**src/hw/rtl/rmssd_pkg.sv**
```systemverilog
// Shared types and constants for the mirrored shadow span decoder.
`default_nettype none
package rmssd_pkg;

  localparam int XW = 19;

  localparam logic [7:0] RUN_MASK     = 8'd127;
  localparam logic [7:0] END_CODE     = 8'd0;
  localparam logic [7:0] NEWLINE_CODE = 8'd0;

  localparam logic OP_START = 1'b0;
  localparam logic OP_CODE  = 1'b1;

  localparam int CFG_IW = 3;
  localparam int CFG_DW = 16;

  localparam logic [CFG_IW-1:0] CFG_CLIP_LEFT   = 3'd0;
  localparam logic [CFG_IW-1:0] CFG_CLIP_TOP    = 3'd1;
  localparam logic [CFG_IW-1:0] CFG_CLIP_WIDTH  = 3'd2;
  localparam logic [CFG_IW-1:0] CFG_CLIP_HEIGHT = 3'd3;
  localparam logic [CFG_IW-1:0] CFG_DIM_LEVEL   = 3'd4;

  localparam logic [14:0] CLIP_WIDTH_RST  = 15'd640;
  localparam logic [14:0] CLIP_HEIGHT_RST = 15'd480;

  typedef struct packed {
    logic signed [15:0] clip_left;
    logic signed [15:0] clip_top;
    logic [14:0]        clip_width;
    logic [14:0]        clip_height;
    logic [7:0]         dim_level;
  } cfg_t;

  typedef struct packed {
    logic               op;
    logic [7:0]         code_byte;
    logic signed [15:0] anchor_x;
    logic signed [15:0] anchor_y;
    logic signed [15:0] frame_x_offset;
    logic signed [15:0] frame_y_offset;
    logic [14:0]        frame_width;
    logic [14:0]        frame_height;
    logic               clip_request;
  } in_item_t;

  typedef struct packed {
    logic signed [15:0] span_row;
    logic signed [15:0] span_start;
    logic [6:0]         span_length;
    logic [7:0]         palette_level;
    logic               sprite_done;
  } res_t;

endpackage
`default_nettype wire

```
**src/hw/rtl/rmssd_cfg_regs.sv**
```systemverilog
// Configuration register file: clip rectangle and dimming level.
`default_nettype none
module rmssd_cfg_regs
  import rmssd_pkg::*;
(
  input  wire logic              clk,
  input  wire logic              rst_n,
  input  wire logic              cfg_we,
  input  wire logic [CFG_IW-1:0] cfg_index,
  input  wire logic [CFG_DW-1:0] cfg_data,
  output cfg_t                   cfg
);

  cfg_t cfg_r;

  always_ff @(posedge clk) begin
    if (!rst_n) begin
      cfg_r.clip_left   <= '0;
      cfg_r.clip_top    <= '0;
      cfg_r.clip_width  <= CLIP_WIDTH_RST;
      cfg_r.clip_height <= CLIP_HEIGHT_RST;
      cfg_r.dim_level   <= '0;
    end else if (cfg_we) begin
      case (cfg_index)
        CFG_CLIP_LEFT:   cfg_r.clip_left   <= $signed(cfg_data);
        CFG_CLIP_TOP:    cfg_r.clip_top    <= $signed(cfg_data);
        CFG_CLIP_WIDTH:  cfg_r.clip_width  <= cfg_data[14:0];
        CFG_CLIP_HEIGHT: cfg_r.clip_height <= cfg_data[14:0];
        CFG_DIM_LEVEL:   cfg_r.dim_level   <= cfg_data[7:0];
        default: ;
      endcase
    end
  end

  assign cfg = cfg_r;

endmodule
`default_nettype wire

```
**src/hw/rtl/rmssd_in_stage.sv**
```systemverilog
// Input register stage holding one accepted item.
`default_nettype none
module rmssd_in_stage
  import rmssd_pkg::*;
(
  input  wire logic clk,
  input  wire logic rst_n,
  input  wire logic in_valid,
  output logic      in_stall,
  input  in_item_t  in_item,
  input  wire logic advance,
  output logic      item_valid,
  output in_item_t  item
);

  logic     valid_r;
  logic     valid_nxt;
  logic     take;
  in_item_t item_r;

  assign in_stall  = valid_r & ~advance;
  assign take      = in_valid & ~in_stall;
  assign valid_nxt = take | (valid_r & ~advance);

  always_ff @(posedge clk) begin
    if (!rst_n) begin
      valid_r <= 1'b0;
    end else begin
      valid_r <= valid_nxt;
    end
  end

  always_ff @(posedge clk) begin
    if (take) begin
      item_r <= in_item;
    end
  end

  assign item_valid = valid_r;
  assign item       = item_r;

endmodule
`default_nettype wire

```
**src/hw/rtl/rmssd_decode.sv**
```systemverilog
// Decoder state and single-pass decode of one item into at most one span or end marker.
`default_nettype none
module rmssd_decode
  import rmssd_pkg::*;
(
  input  wire logic clk,
  input  wire logic rst_n,
  input  wire logic fire,
  input  in_item_t  item,
  input  cfg_t      cfg,
  output logic      res_hit,
  output res_t      res
);

  logic signed [15:0] cur_col_r,   cur_col_nxt;
  logic signed [15:0] right_col_r, right_col_nxt;
  logic signed [15:0] cur_row_r,   cur_row_nxt;
  logic               clip_active_r, clip_active_nxt;

  logic signed [XW-1:0] ax, ay, fx, fy, fw, fh;
  logic signed [XW-1:0] cl, ct, cw, ch;
  logic signed [XW-1:0] left, left_end, top, col, row, rr, start;
  logic                 fits, keep;
  logic [7:0]           b, count;

  always_comb begin
    ax = XW'(item.anchor_x);
    ay = XW'(item.anchor_y);
    fx = XW'(item.frame_x_offset);
    fy = XW'(item.frame_y_offset);
    fw = $signed(XW'(item.frame_width));
    fh = $signed(XW'(item.frame_height));
    cl = XW'(cfg.clip_left);
    ct = XW'(cfg.clip_top);
    cw = $signed(XW'(cfg.clip_width));
    ch = $signed(XW'(cfg.clip_height));

    left     = ax - fx - fw + XW'(1);
    left_end = ax - fx + XW'(1);
    top      = ay + fy;
    fits     = (left >= cl) && (left_end <= cl + cw) &&
               (top >= ct) && (top + fh <= ct + ch);

    b     = item.code_byte;
    count = b & RUN_MASK;
    col   = XW'(cur_col_r);
    row   = XW'(cur_row_r);
    rr    = $signed(XW'(b));
    start = col - rr + XW'(1);
    keep  = ~clip_active_r ||
            ((row >= ct) && (row <= ct + ch - XW'(1)) &&
             (start >= cl) && (col <= cl + cw - XW'(1)));

    cur_col_nxt     = cur_col_r;
    right_col_nxt   = right_col_r;
    cur_row_nxt     = cur_row_r;
    clip_active_nxt = clip_active_r;
    res_hit         = 1'b0;
    res             = '0;

    if (item.op == OP_START) begin
      clip_active_nxt = item.clip_request & ~fits;
      right_col_nxt   = item.anchor_x - item.frame_x_offset;
      cur_col_nxt     = right_col_nxt;
      cur_row_nxt     = top[15:0];
    end else if (b[7]) begin
      if (count == END_CODE) begin
        res_hit         = 1'b1;
        res.sprite_done = 1'b1;
      end else begin
        cur_col_nxt = cur_col_r - $signed({8'd0, count});
      end
    end else if (b == NEWLINE_CODE) begin
      cur_col_nxt = right_col_r;
      cur_row_nxt = cur_row_r + 16'sd1;
    end else if (b != 8'd0) begin
      res_hit           = keep;
      res.span_row      = cur_row_r;
      res.span_start    = start[15:0];
      res.span_length   = b[6:0];
      res.palette_level = cfg.dim_level;
      cur_col_nxt       = cur_col_r - $signed({8'd0, b});
    end
  end

  always_ff @(posedge clk) begin
    if (!rst_n) begin
      cur_col_r     <= '0;
      right_col_r   <= '0;
      cur_row_r     <= '0;
      clip_active_r <= 1'b0;
    end else if (fire) begin
      cur_col_r     <= cur_col_nxt;
      right_col_r   <= right_col_nxt;
      cur_row_r     <= cur_row_nxt;
      clip_active_r <= clip_active_nxt;
    end
  end

endmodule
`default_nettype wire

```
**src/hw/rtl/rle_mirrored_shadow_span_decoder.sv**
```systemverilog
// Top level of the mirrored run-length shadow span decoder.
// Accepts one item per cycle and keeps that rate under any stall pattern
// that leaves the output free. An accepted item is held in the input
// register, is decoded in a single pass against the column, row and clip
// state, and any span or end marker is registered in the output register.
// Start items and skip, newline, zero-length or clipped runs give no
// result. The clip rectangle and dimming level are read live when each run
// is decoded.
`default_nettype none
module rle_mirrored_shadow_span_decoder
  import rmssd_pkg::*;
(
  input  wire logic               clk,
  input  wire logic               rst_n,
  input  wire logic               cfg_we,
  input  wire logic [CFG_IW-1:0]  cfg_index,
  input  wire logic [CFG_DW-1:0]  cfg_data,
  input  wire logic               in_valid,
  output logic                    in_stall,
  input  wire logic               in_op,
  input  wire logic [7:0]         in_code_byte,
  input  wire logic signed [15:0] in_anchor_x,
  input  wire logic signed [15:0] in_anchor_y,
  input  wire logic signed [15:0] in_frame_x_offset,
  input  wire logic signed [15:0] in_frame_y_offset,
  input  wire logic [14:0]        in_frame_width,
  input  wire logic [14:0]        in_frame_height,
  input  wire logic               in_clip_request,
  output logic                    out_valid,
  input  wire logic               out_stall,
  output logic signed [15:0]      out_span_row,
  output logic signed [15:0]      out_span_start,
  output logic [6:0]              out_span_length,
  output logic [7:0]              out_palette_level,
  output logic                    out_sprite_done
);

  cfg_t     cfg;
  in_item_t in_item;
  in_item_t item;
  logic     item_valid;
  logic     advance;
  logic     fire;
  logic     res_hit;
  res_t     res;
  logic     out_valid_r;
  logic     out_valid_nxt;
  res_t     out_r;

  assign in_item.op             = in_op;
  assign in_item.code_byte      = in_code_byte;
  assign in_item.anchor_x       = in_anchor_x;
  assign in_item.anchor_y       = in_anchor_y;
  assign in_item.frame_x_offset = in_frame_x_offset;
  assign in_item.frame_y_offset = in_frame_y_offset;
  assign in_item.frame_width    = in_frame_width;
  assign in_item.frame_height   = in_frame_height;
  assign in_item.clip_request   = in_clip_request;

  rmssd_cfg_regs u_cfg (
    .clk       (clk),
    .rst_n     (rst_n),
    .cfg_we    (cfg_we),
    .cfg_index (cfg_index),
    .cfg_data  (cfg_data),
    .cfg       (cfg)
  );

  rmssd_in_stage u_in (
    .clk        (clk),
    .rst_n      (rst_n),
    .in_valid   (in_valid),
    .in_stall   (in_stall),
    .in_item    (in_item),
    .advance    (advance),
    .item_valid (item_valid),
    .item       (item)
  );

  assign advance = ~out_valid_r | ~out_stall;
  assign fire    = item_valid & advance;

  rmssd_decode u_dec (
    .clk     (clk),
    .rst_n   (rst_n),
    .fire    (fire),
    .item    (item),
    .cfg     (cfg),
    .res_hit (res_hit),
    .res     (res)
  );

  assign out_valid_nxt = advance ? (fire & res_hit) : out_valid_r;

  always_ff @(posedge clk) begin
    if (!rst_n) begin
      out_valid_r <= 1'b0;
    end else begin
      out_valid_r <= out_valid_nxt;
    end
  end

  always_ff @(posedge clk) begin
    if (fire) begin
      out_r <= res;
    end
  end

  assign out_valid         = out_valid_r;
  assign out_span_row      = out_r.span_row;
  assign out_span_start    = out_r.span_start;
  assign out_span_length   = out_r.span_length;
  assign out_palette_level = out_r.palette_level;
  assign out_sprite_done   = out_r.sprite_done;

  a_done_is_empty: assert property (@(posedge clk) disable iff (!rst_n)
    out_valid && out_sprite_done |-> out_span_length == 7'd0 && out_span_row == 16'sd0)
    else $error("end marker carries span data");

  a_span_not_empty: assert property (@(posedge clk) disable iff (!rst_n)
    out_valid && !out_sprite_done |-> out_span_length != 7'd0)
    else $error("zero-length span delivered");

  a_hold_item: assert property (@(posedge clk) disable iff (!rst_n)
    item_valid && out_valid && out_stall |=> item_valid && $stable(item))
    else $error("buffered item lost under output stall");

  a_empty_ready: assert property (@(posedge clk) disable iff (!rst_n)
    !item_valid |-> !in_stall)
    else $error("input stalled with empty input register");

endmodule
`default_nettype wire

```
**config.mk**
```make
export PLATFORM = sky130hd
export DESIGN_NAME = rle_mirrored_shadow_span_decoder
export DESIGN_NICKNAME = d
export VERILOG_FILES = /design/src/hw/rtl/rmssd_pkg.sv /design/src/hw/rtl/rmssd_cfg_regs.sv /design/src/hw/rtl/rmssd_in_stage.sv /design/src/hw/rtl/rmssd_decode.sv /design/src/hw/rtl/rle_mirrored_shadow_span_decoder.sv
export SDC_FILE = /design/constraint.sdc
export NUM_CORES = 1
export LEC_CHECK = 0
export ABC_AREA = 1
export BUFFER_PORTS_ARGS = -buffer_cell sky130_fd_sc_hd__buf_2
export CORE_UTILIZATION = 43
export CTS_CLUSTER_SIZE = 25
export DETAILED_ROUTE_END_ITERATION = 7
export PLACE_DENSITY_LB_ADDON = 0.25
export SYNTH_ARGS = -nofsm -noshare
export SYNTH_HDL_FRONTEND = slang
export SYNTH_SLANG_ARGS = --single-unit
```
**constraint.sdc**
```tcl
create_clock -name clk -period 6.3 [get_ports clk]
set_input_delay 1.26 -clock clk [delete_from_list [all_inputs] [get_ports clk]]
set_output_delay 1.26 -clock clk [all_outputs]
set_load 0.02 [all_outputs]
```
==> results of run 1 <==
-- metal layers --
metal	global-route usage [%]	vias up	share of wire, %
met5	0	-	0
met3	3.53	88	7.4
met4	6.34	0	2.6
met2	37.7	644	44
met1	34.2	8689	47
li1	-	9316	-
-- path summary, 6_finish.rpt --
path,start,end,slack [ns],cells after the start
max,u_in.item[79],u_dec.clip_active_r,1.01,29
min,u_cfg.cfg[5],u_cfg.cfg[5],0.45,2
max reg2reg,u_in.item[79],u_dec.clip_active_r,1.01,29
min reg2reg,u_cfg.cfg[5],u_cfg.cfg[5],0.45,2
-- placed cells by master, fill, tap and decap left out, types with 6 or more instances in the layout --
cell type    n
a211oi_1     9
a21o_1      13
a21oi_1    227
a31oi_1     13
buf_2      177
buf_4       11
clkbuf_16   32
clkinv_1     7
dfxtp_1    121
edfxtp_1   152
fa_1         7
ha_1       251
inv_1      396
inv_2        7
nand2_1    528
nand2_2      8
nand3_1    135
nand4_1     53
nor2_1     264
nor2_2      10
nor2_4       6
nor3_1      24
nor4_1       6
o211ai_1    19
o21ai_0    161
o21ai_1     11
o21bai_1    13
xnor2_1     25
xnor2_2      6
xor2_1     100
xor2_2       9
-- cells by family (layout without fill, tap and decap cells) --
group | Yosys count | count (layout) | share of synthesized area (%)
AOI/OAI and AO/OA | 489 | 489 | 13.0
adders and majority gates | 258 | 258 | 15.8
buffers and inverters | 451 | 650 | 8.16
DFF | 273 | 273 | 33.6
and+or+nand+nor | 1074 | 1074 | 22.5
xor gates and xnor gates | 144 | 144 | 6.97
-- registers in the layout, summed over array words and instances, names as in the netlist --
name	count
out_palette_level	8
out_span_length	7
out_span_row	16
out_span_start	16
out_sprite_done	1
out_valid	1
u_cfg.cfg	70
u_dec.clip_active_r	1
u_dec.cur_col_r	16
u_dec.cur_row_r	16
u_dec.right_col_r	16
u_in.item	104
u_in.item_valid	1
-- critical path, delay by kind of cell, from the launching register on --
family / cells / cell delay [ns]
adder cells (fa/ha/maj): 4 / 1.29
AND/OR/NAND/NOR: 14 / 1.72
XOR/XNOR: 2 / 0.77
AO/OA/AOI/OAI: 5 / 0.74
buffers and inverters: 4 / 0.24
flip-flops: 1 / 0.37
-- layout make-up --
cell class | instances | share of cell area, %
Tap cell | 615 | 3.28
Clock buffer | 35 | 3.51
Sequential cell | 273 | 29.8
Multi-Input combinational cell | 1965 | 51.7
Inverter | 406 | 6.51
Timing Repair Buffer | 188 | 4.13
Clock inverter | 21 | 1.05
-- power by group --
group,total [mW],switching (mW),internal (mW)
clock,1.91,0.798,1.11
sequential,2.04,0.0594,1.98
combinational,2.47,1.62,0.856
total,6.42,2.47,3.94
==> impl_metrics.csv, run 1 <==
group,metric,value,unit
drt,firstDrtPassIters,6,
placement,post-place-ws,0.995,ns
clocking,clkSinkCount,273,
final_layout,drive_gt1_share,11.0,%
clocking,h-tree-depth,1,
final_layout,seq_area,6990,µm²
synthesis,synth_edf_count,152,
power_and_ir_drop,total_power,6.42,mW
clocking,cts_setup_buffers,0,
final_layout,multiInputGateArea,12100,µm²
timing,worst_pin_slew,1.15,ns
drt,ant_nets,0,
power_and_ir_drop,peakVddDrop,0.000242,V
global_routing,grt_remaining_overflow,0,
final_layout,antenna_cells,0,
critical_path,path_max_fanout,8,
drt,wirelength,60300,µm
clocking,path_clk_slew,0.06,ns
clocking,cts_tree,"built",
critical_path,path_class,"register to register",
synthesis,seq_area_frac_synth,33.6,%
run,maxCapViolCount,0,
floorplanning,chipWidth,222,µm
placement,dp_hpwl,47800,µm
timing,period_needed,5.29,ns
run_status,status,"finished clean",
timing,fin_crit_sh,83.9,%
synthesis,synth_top_cell_by_area,"edfxtp_1",
power_and_ir_drop,p_leak,11.3,nW
synthesis,synth.avg_cell_area,7.73,µm²
critical_path,worstSetupStartpointType,"register",
clocking,clockBufferDepth,3,
synthesis,synth_ff_type,"edfxtp_1",
synthesis,synth_fp_nets,3075,
clocking,hold_buffers,0,
global_routing,grt_pass1_wl,93500,µm
drt,via_per_inst,5.35,
placement,dpl_cell_area,22400,µm²
synthesis,synthTopCellsByCount,"528 x nand2_1, 397 x inv_1, 265 x nor2_1",
critical_path,slowest_stage,"fa_1",
floorplanning,placeableCoreArea,47700,µm²
timing,finClkSkew,0.0269,ns
synthesis,ys_ff_latch,273,
clocking,cts_root_buf,"clkbuf_16",
timing,rsz0062_at_grt,"no",
final_layout,fin_util,49.1,%
final_layout,syn_to_final_growth,12.7,%
clocking,clkLatencyLatePin,0.61,ns
synthesis,synthDominantCellAreaShare,21.9,%
synthesis,synth_area,20800,µm²
timing,layout_setup_ws,1.01,ns
placement,gp_congestion,0.957,
floorplanning,fp-row-count,80,
clocking,cts_made_buffers,31,
placement,portBuffers,177,
timing,whs,0.454,ns
synthesis,synth.most_common_cell,"nand2_1",
global_routing,grt_pass1_vias,17564,
synthesis,ys_types,56,
synthesis,async_reset_ff_share,0,%
synthesis,syn-instance-count,2689,
global_routing,grt_usage,24.0,%
min_path,hold_class,"register to register",
critical_path,arrival,5.73,ns
floorplanning,pin_count,178,
final_layout,post-route-cell-area,23400,µm²
timing,setup_tns,0,ns
timing,slew_headroom,23.3,%
floorplanning,dieArea,49300,µm²
critical_path,end_kind,"register",
drt,wl_per_cell,17.2,µm
timing,hold_viol,0,
clocking,postCtsResizedCells,0,
drt,vias,18737,
global_routing,antenna_found_initial,0,
final_layout,nFillCells,4578,
floorplanning,start_util,43.6,%
drt,remaining_drc_errors,0,
critical_path,crit_top_cell,"nand2_1",
synthesis,synthTopCellsByArea,"edfxtp_1 22%, ha_1 15%, dfxtp_1 12%, nand2_1 9.5%, inv_1 7.2%",
synthesis,yosys_warnings,0,
timing,setup_viol_count_final,0,
final_layout,instances_no_fill,3503,
placement,place_inst,3447,
critical_path,cpPeakStageDelay,0.43,ns
drt,drt_iter0_markers,1381,
timing,slew_violations,0,
critical_path,crit_required,6.74,ns
floorplanning,die_h,222,µm
timing,max_freq,0.189,GHz
global_routing,grt_start_max_net_pins,100,
power_and_ir_drop,p_per_area,274,nW/µm²
final_layout,layout.nets,3251,
Note: power is estimated with default switching activity, not from simulation.
==> run 2: changes to the inputs <==
clock period = 5 ns   (was 6.3 ns; I/O delays follow)
==> run 2 against run 1 <==
Sequential power increased by 26%. Final cell count increased by 1.5%. Non-clock buffer count increased by 46. Via count increased by 1.4%. First-iteration DRC count decreased by 1.2%.
==> impl_metrics.csv, run 2 (synthesized netlist as in run 1, its figures left out) <==
group,metric,value,unit
run_status,status,"finished clean",
critical_path,path_max_fanout,4,
power_and_ir_drop,p_sw,3.30,mW
placement,post-place-ws,-0.176,ns
floorplanning,chipWidth,222,µm
power_and_ir_drop,clockPowerShare,30.0,%
power_and_ir_drop,peakVddDrop,0.000274,V
timing,worst_pin_slew,1.06,ns
placement,gp_congestion,0.950,
power_and_ir_drop,p_int,5.39,mW
critical_path,cp.buffers_inverters,6,
timing,fin_crit_sh,95.2,%
critical_path,slowest_stage,"fa_2",
clocking,clkLatencyLatePin,0.55,ns
power_and_ir_drop,p_per_area,355,nW/µm²
final_layout,syn_to_final_growth,17.8,%
critical_path,crit_required,5.47,ns
timing,layout_setup_ws,0.239,ns
drt,remaining_drc_errors,0,
placement,dp_hpwl,48800,µm
clocking,path_clk_slew,0.06,ns
timing,slew_headroom,29.2,%
critical_path,end_kind,"register",
final_layout,layout_common_cells,"512 x nand2_1, 393 x inv_1, 255 x nor2_1",
timing,finClkSkew,0.0183,ns
final_layout,fin_util,51.3,%
floorplanning,die_h,222,µm
clocking,cts_tree,"built",
global_routing,grt_pass1_wl,95200,µm
critical_path,worstSetupStartpointType,"register",
power_and_ir_drop,sw_frac_of_total,38.0,%
final_layout,multiInputGateArea,12700,µm²
clocking,cts_root_buf,"clkbuf_16",
clocking,clkSinkCount,273,
floorplanning,fp-row-count,80,
drt,ant_nets,0,
final_layout,post-route-cell-area,24500,µm²
min_path,hold_class,"register to register",
floorplanning,start_util,43.6,%
critical_path,arrival,5.23,ns
drt,drt_iter0_markers,1365,
critical_path,path_class,"register to register",
global_routing,grt_start_max_net_pins,100,
timing,whs,0.453,ns
drt,vias,18998,
critical_path,critPathTopFamily,"simple AND/OR/NAND/NOR gates",
final_layout,seq_area,6990,µm²
power_and_ir_drop,p_comb_share,40.5,%
floorplanning,placeableCoreArea,47700,µm²
final_layout,antenna_cells,0,
final_layout,drive_gt1_share,15.7,%
timing,rsz0062_at_grt,"yes",
drt,firstDrtPassIters,6,
final_layout,layout.nets,3301,
placement,place_inst,3480,
critical_path,crit_top_cell,"nand2_4",
global_routing,grt_usage,24.5,%
clocking,clockBufferDepth,3,
final_layout,final_common_cell,"nand2_1",
drt,wirelength,62400,µm
critical_path,cpPeakStageDelay,0.39,ns
clocking,cts_made_buffers,35,
global_routing,antenna_found_initial,0,
drt,via_per_inst,5.35,
power_and_ir_drop,power_frac_seq,29.6,%
timing,max_freq,0.210,GHz
final_layout,largest_reg_flops,104,
timing,period_needed,4.76,ns
placement,dpl_cell_area,22600,µm²
final_layout,nFillCells,4518,
timing,slew_violations,0,
floorplanning,pin_count,178,
power_and_ir_drop,p_leak,11.7,nW
floorplanning,dieArea,49300,µm²
timing,hold_viol,0,
timing,setup_viol_count_final,0,
drt,wl_per_cell,17.5,µm
run,maxCapViolCount,0,
global_routing,grt_pass1_vias,17837,
clocking,h-tree-depth,2,
final_layout,instances_no_fill,3554,
global_routing,grt_remaining_overflow,0,
placement,portBuffers,177,
-- run 2: per-stage QoR --
stage                     setup TNS [ns]  power, mW
after floorplan                        0       4.85
after global placement                 0       5.73
after detailed placement          -0.176       5.81
after CTS                              0       8.46
after global routing              -0.157       9.25
final                                  0       8.69
-- run 2: routing by layer --
metal	up-vias	wire length (µm)	global-route usage [%]
met3	86	4190	3.96
met4	0	1580	7.80
met1	8894	29300	34.5
li1	9404	-	-
met5	-	0	0
met2	614	27300	38.3
-- run 2: power groups by stage --
stage / logic [mW] / registers [mW] / clock network, mW
2_1_floorplan: 2.24 / 2.61 / 0
3_3_place_gp: 3.12 / 2.61 / 0
3_5_place_dp: 3.19 / 2.61 / 0
4_1_cts: 3.23 / 2.57 / 2.66
5_1_grt: 3.92 / 2.58 / 2.75
6_report: 3.52 / 2.57 / 2.60
-- run 2: repair_timing --
action / in CTS / in global routing
cloned: 0 / 0
resized for setup: 9 / 113
hold buffers: 0 / 0
setup buffers: 0 / 13
setup endpoints to repair: 1 / 2
pin swaps: 1 / 45
-- run 2: area by class of cell --
cell class,instances,area share [%]
multi-input combinational,1965,51.9
sequential,273,28.5
tap,615,3.14
timing repair buffer,234,5.41
inverter,406,6.23
clock inverter,19,0.904
clock buffer,42,3.90
-- run 2: worst paths after layout --
path	startpoint	end	slack (ns)	cells after the start
setup reg to reg	u_in.item[79]	u_dec.clip_active_r	0.24	35
hold / removal	u_cfg.cfg[5]	u_cfg.cfg[5]	0.45	2
hold reg to reg	u_cfg.cfg[5]	u_cfg.cfg[5]	0.45	2
setup / recovery	u_in.item[79]	u_dec.clip_active_r	0.24	35
-- run 2: worst min-delay path, cell delays in order, from the launching register on --
cell,delay (ns)
dfxtp_1,0.29
inv_1,0.06
a21oi_1,0.05
==> run 3: changes to the inputs <==
MAX_ROUTING_LAYER = met4   (was not set)
==> run 3 against run 2 <==
First-iteration DRC count is 3.7% higher. Wire length unchanged. Non-clock buffer count rose by 4. Critical path type unchanged. Via count grew 0.72%. Power shrank 2.2%. Critical path depth down 10. Register-to-register slack worse by 0.02 ns. Clock power decreased by 7%.
==> impl_metrics.csv, run 3 (synthesized netlist as in run 1, its figures left out) <==
group,metric,value,unit
clocking,hold_buffers,0,
drt,wl_met3,4150,µm
drt,wl_per_cell,17.5,µm
critical_path,cp-startpoint,"u_in.item[71]",
floorplanning,dieArea,49300,µm²
timing,setup_viol_count_final,0,
clocking,cts_root_buf,"clkbuf_16",
timing,worst_pin_slew,0.994,ns
floorplanning,start_util,43.6,%
clocking,clkSinkCount,273,
final_layout,final_common_cell,"nand2_1",
timing,rsz0062_at_grt,"yes",
critical_path,regToRegSetupSlack,0.22,ns
global_routing,antenna_found_initial,0,
critical_path,end_kind,"register",
timing,fin_crit_sh,95.5,%
placement,dpl_cell_area,22600,µm²
timing,slew_headroom,33.7,%
placement,portBuffers,177,
timing,setup_tns,0,ns
clocking,h-tree-depth,2,
final_layout,antenna_cells,0,
drt,firstDrtPassIters,6,
drt,vias,19134,
drt,route.met2.wl,27500,µm
clocking,clockBufferDepth,3,
final_layout,syn_to_final_growth,17.1,%
floorplanning,chipWidth,222,µm
final_layout,multiInputGateArea,12600,µm²
clocking,path_clk_slew,0.06,ns
final_layout,nFillCells,4591,
final_layout,layout_common_cells,"515 x nand2_1, 394 x inv_1, 255 x nor2_1",
placement,gp_congestion,0.948,
critical_path,worstSetupStartpointType,"register",
power_and_ir_drop,p_per_area,349,nW/µm²
clocking,cts_tree,"built",
drt,top_layer,"met4",
critical_path,arrival,5.17,ns
min_path,hold_class,"register to register",
global_routing,grt_pass1_wl,95300,µm
final_layout,post-route-cell-area,24400,µm²
floorplanning,die_h,222,µm
drt,wirelength,62400,µm
final_layout,largest_reg_flops,104,
floorplanning,pin_count,178,
timing,slew_violations,0,
clocking,cts_made_buffers,35,
final_layout,layout.nets,3305,
run,maxCapViolCount,0,
power_and_ir_drop,peakVddDrop,0.000286,V
power_and_ir_drop,p_leak,11.6,nW
clocking,clkLatencyLatePin,0.55,ns
timing,finClkSkew,0.00902,ns
global_routing,grt_pass1_vias,17768,
floorplanning,fp-row-count,80,
drt,ant_nets,0,
run_status,status,"finished clean",
drt,wl_met1,29300,µm
critical_path,timing.rr.end,"u_dec.clip_active_r",
floorplanning,placeableCoreArea,47700,µm²
critical_path,crit_required,5.39,ns
placement,dp_hpwl,49100,µm
drt,drt_iter0_markers,1415,
critical_path,rr_worst_depth,25,
final_layout,drive_gt1_share,15.3,%
critical_path,path_class,"register to register",
critical_path,path_max_fanout,4,
drt,remaining_drc_errors,0,
critical_path,critPathCapture,"u_dec.clip_active_r",
global_routing,grt_usage,25.2,%
global_routing,grt_start_max_net_pins,73,
final_layout,seq_area,6990,µm²
timing,hold_viol,0,
global_routing,grt_remaining_overflow,0,
drt,via_per_inst,5.38,
power_and_ir_drop,total_power,8.50,mW
timing,period_needed,4.78,ns
critical_path,rr_startpoint,"u_in.item[71]",
timing,max_freq,0.209,GHz
timing,whs,0.450,ns
run 3: cell count changes in the layout (fill, tap and decap cells not counted), sizes merged:
cell	change
clkinv	+1
clkinvlp	-2
bufinv	-4
buf	+4
inv	+1
clkbuf	+3
run 3: power breakdown:
part	leakage (nW)	total, mW	internal (mW)	switching, mW
Clock	0.533	2.43	1.40	1.03
Combinational	8.62	3.50	1.31	2.19
Sequential	2.47	2.57	2.49	0.0754
Total	11.6	8.50	5.21	3.29
run 3: worst min-delay path by stage:
stage	to	slack [ns]	start	cells past startpoint
6_report	u_cfg.cfg[5]	0.45	u_cfg.cfg[5]	2
5_1_grt	u_cfg.cfg[1]	0.47	u_cfg.cfg[1]	2
4_1_cts	u_cfg.cfg[5]	0.45	u_cfg.cfg[5]	2
3_5_place_dp	u_cfg.cfg[5]	0.44	u_cfg.cfg[5]	2
3_3_place_gp	u_cfg.cfg[5]	0.44	u_cfg.cfg[5]	2
2_1_floorplan	u_dec.right_col_r[2]	0.43	u_dec.right_col_r[2]	2
run 3: per-layer routing:
metal	track usage, %	up-vias
met2	38.7	668
met3	3.45	88
met1	34.8	8985
li1	-	9393
met4	6.63	0
met5	-	-
run 3: through the flow:
step / cells / setup WS [ns] / utilization, %
6_report: 3557 / 0.223 / 51.0
4_1_cts: 3543 / 0.00443 / 49.8
2_1_floorplan: 2689 / 0.409 / -
3_5_place_dp: 3482 / -0.129 / 47.4
3_3_place_gp: 3482 / -0.0158 / 47.4
5_1_grt: 3557 / -0.147 / 51.0
run 3: critical path: stages, from the launching register on:
cell,delay [ns]
edfxtp_1,0.38
ha_1,0.36
a21oi_1,0.29
o21ai_0,0.20
a311oi_1,0.30
o21ai_0,0.18
or2_2,0.29
and2_1,0.22
ha_1,0.38
nand2_1,0.08
o21ai_2,0.17
a21o_1,0.14
nand2_1,0.06
xor2_1,0.17
ha_1,0.31
nand2_1,0.05
nor2_1,0.13
inv_1,0.08
nor2_1,0.13
nand4_1,0.13
nand3_1,0.10
nand2_1,0.05
nand3_1,0.07
nand2_1,0.11
o21bai_1,0.16
a21oi_1,0.07
run 3: timing repair:
item	in CTS	in global routing
gates cloned	0	0
pin swaps	2	39
resized for setup	10	96
endpoints found under the setup margin	1	2
buffers inserted	1	14
run 3: cell type report:
class,instances,share of cell area [%]
multi-input cells,1965,51.9
flip-flops and latches,273,28.7
inverters,406,6.27
repair buffers,238,5.52
clock buffers,45,4.05
well taps,615,3.16
clock inverters,15,0.467
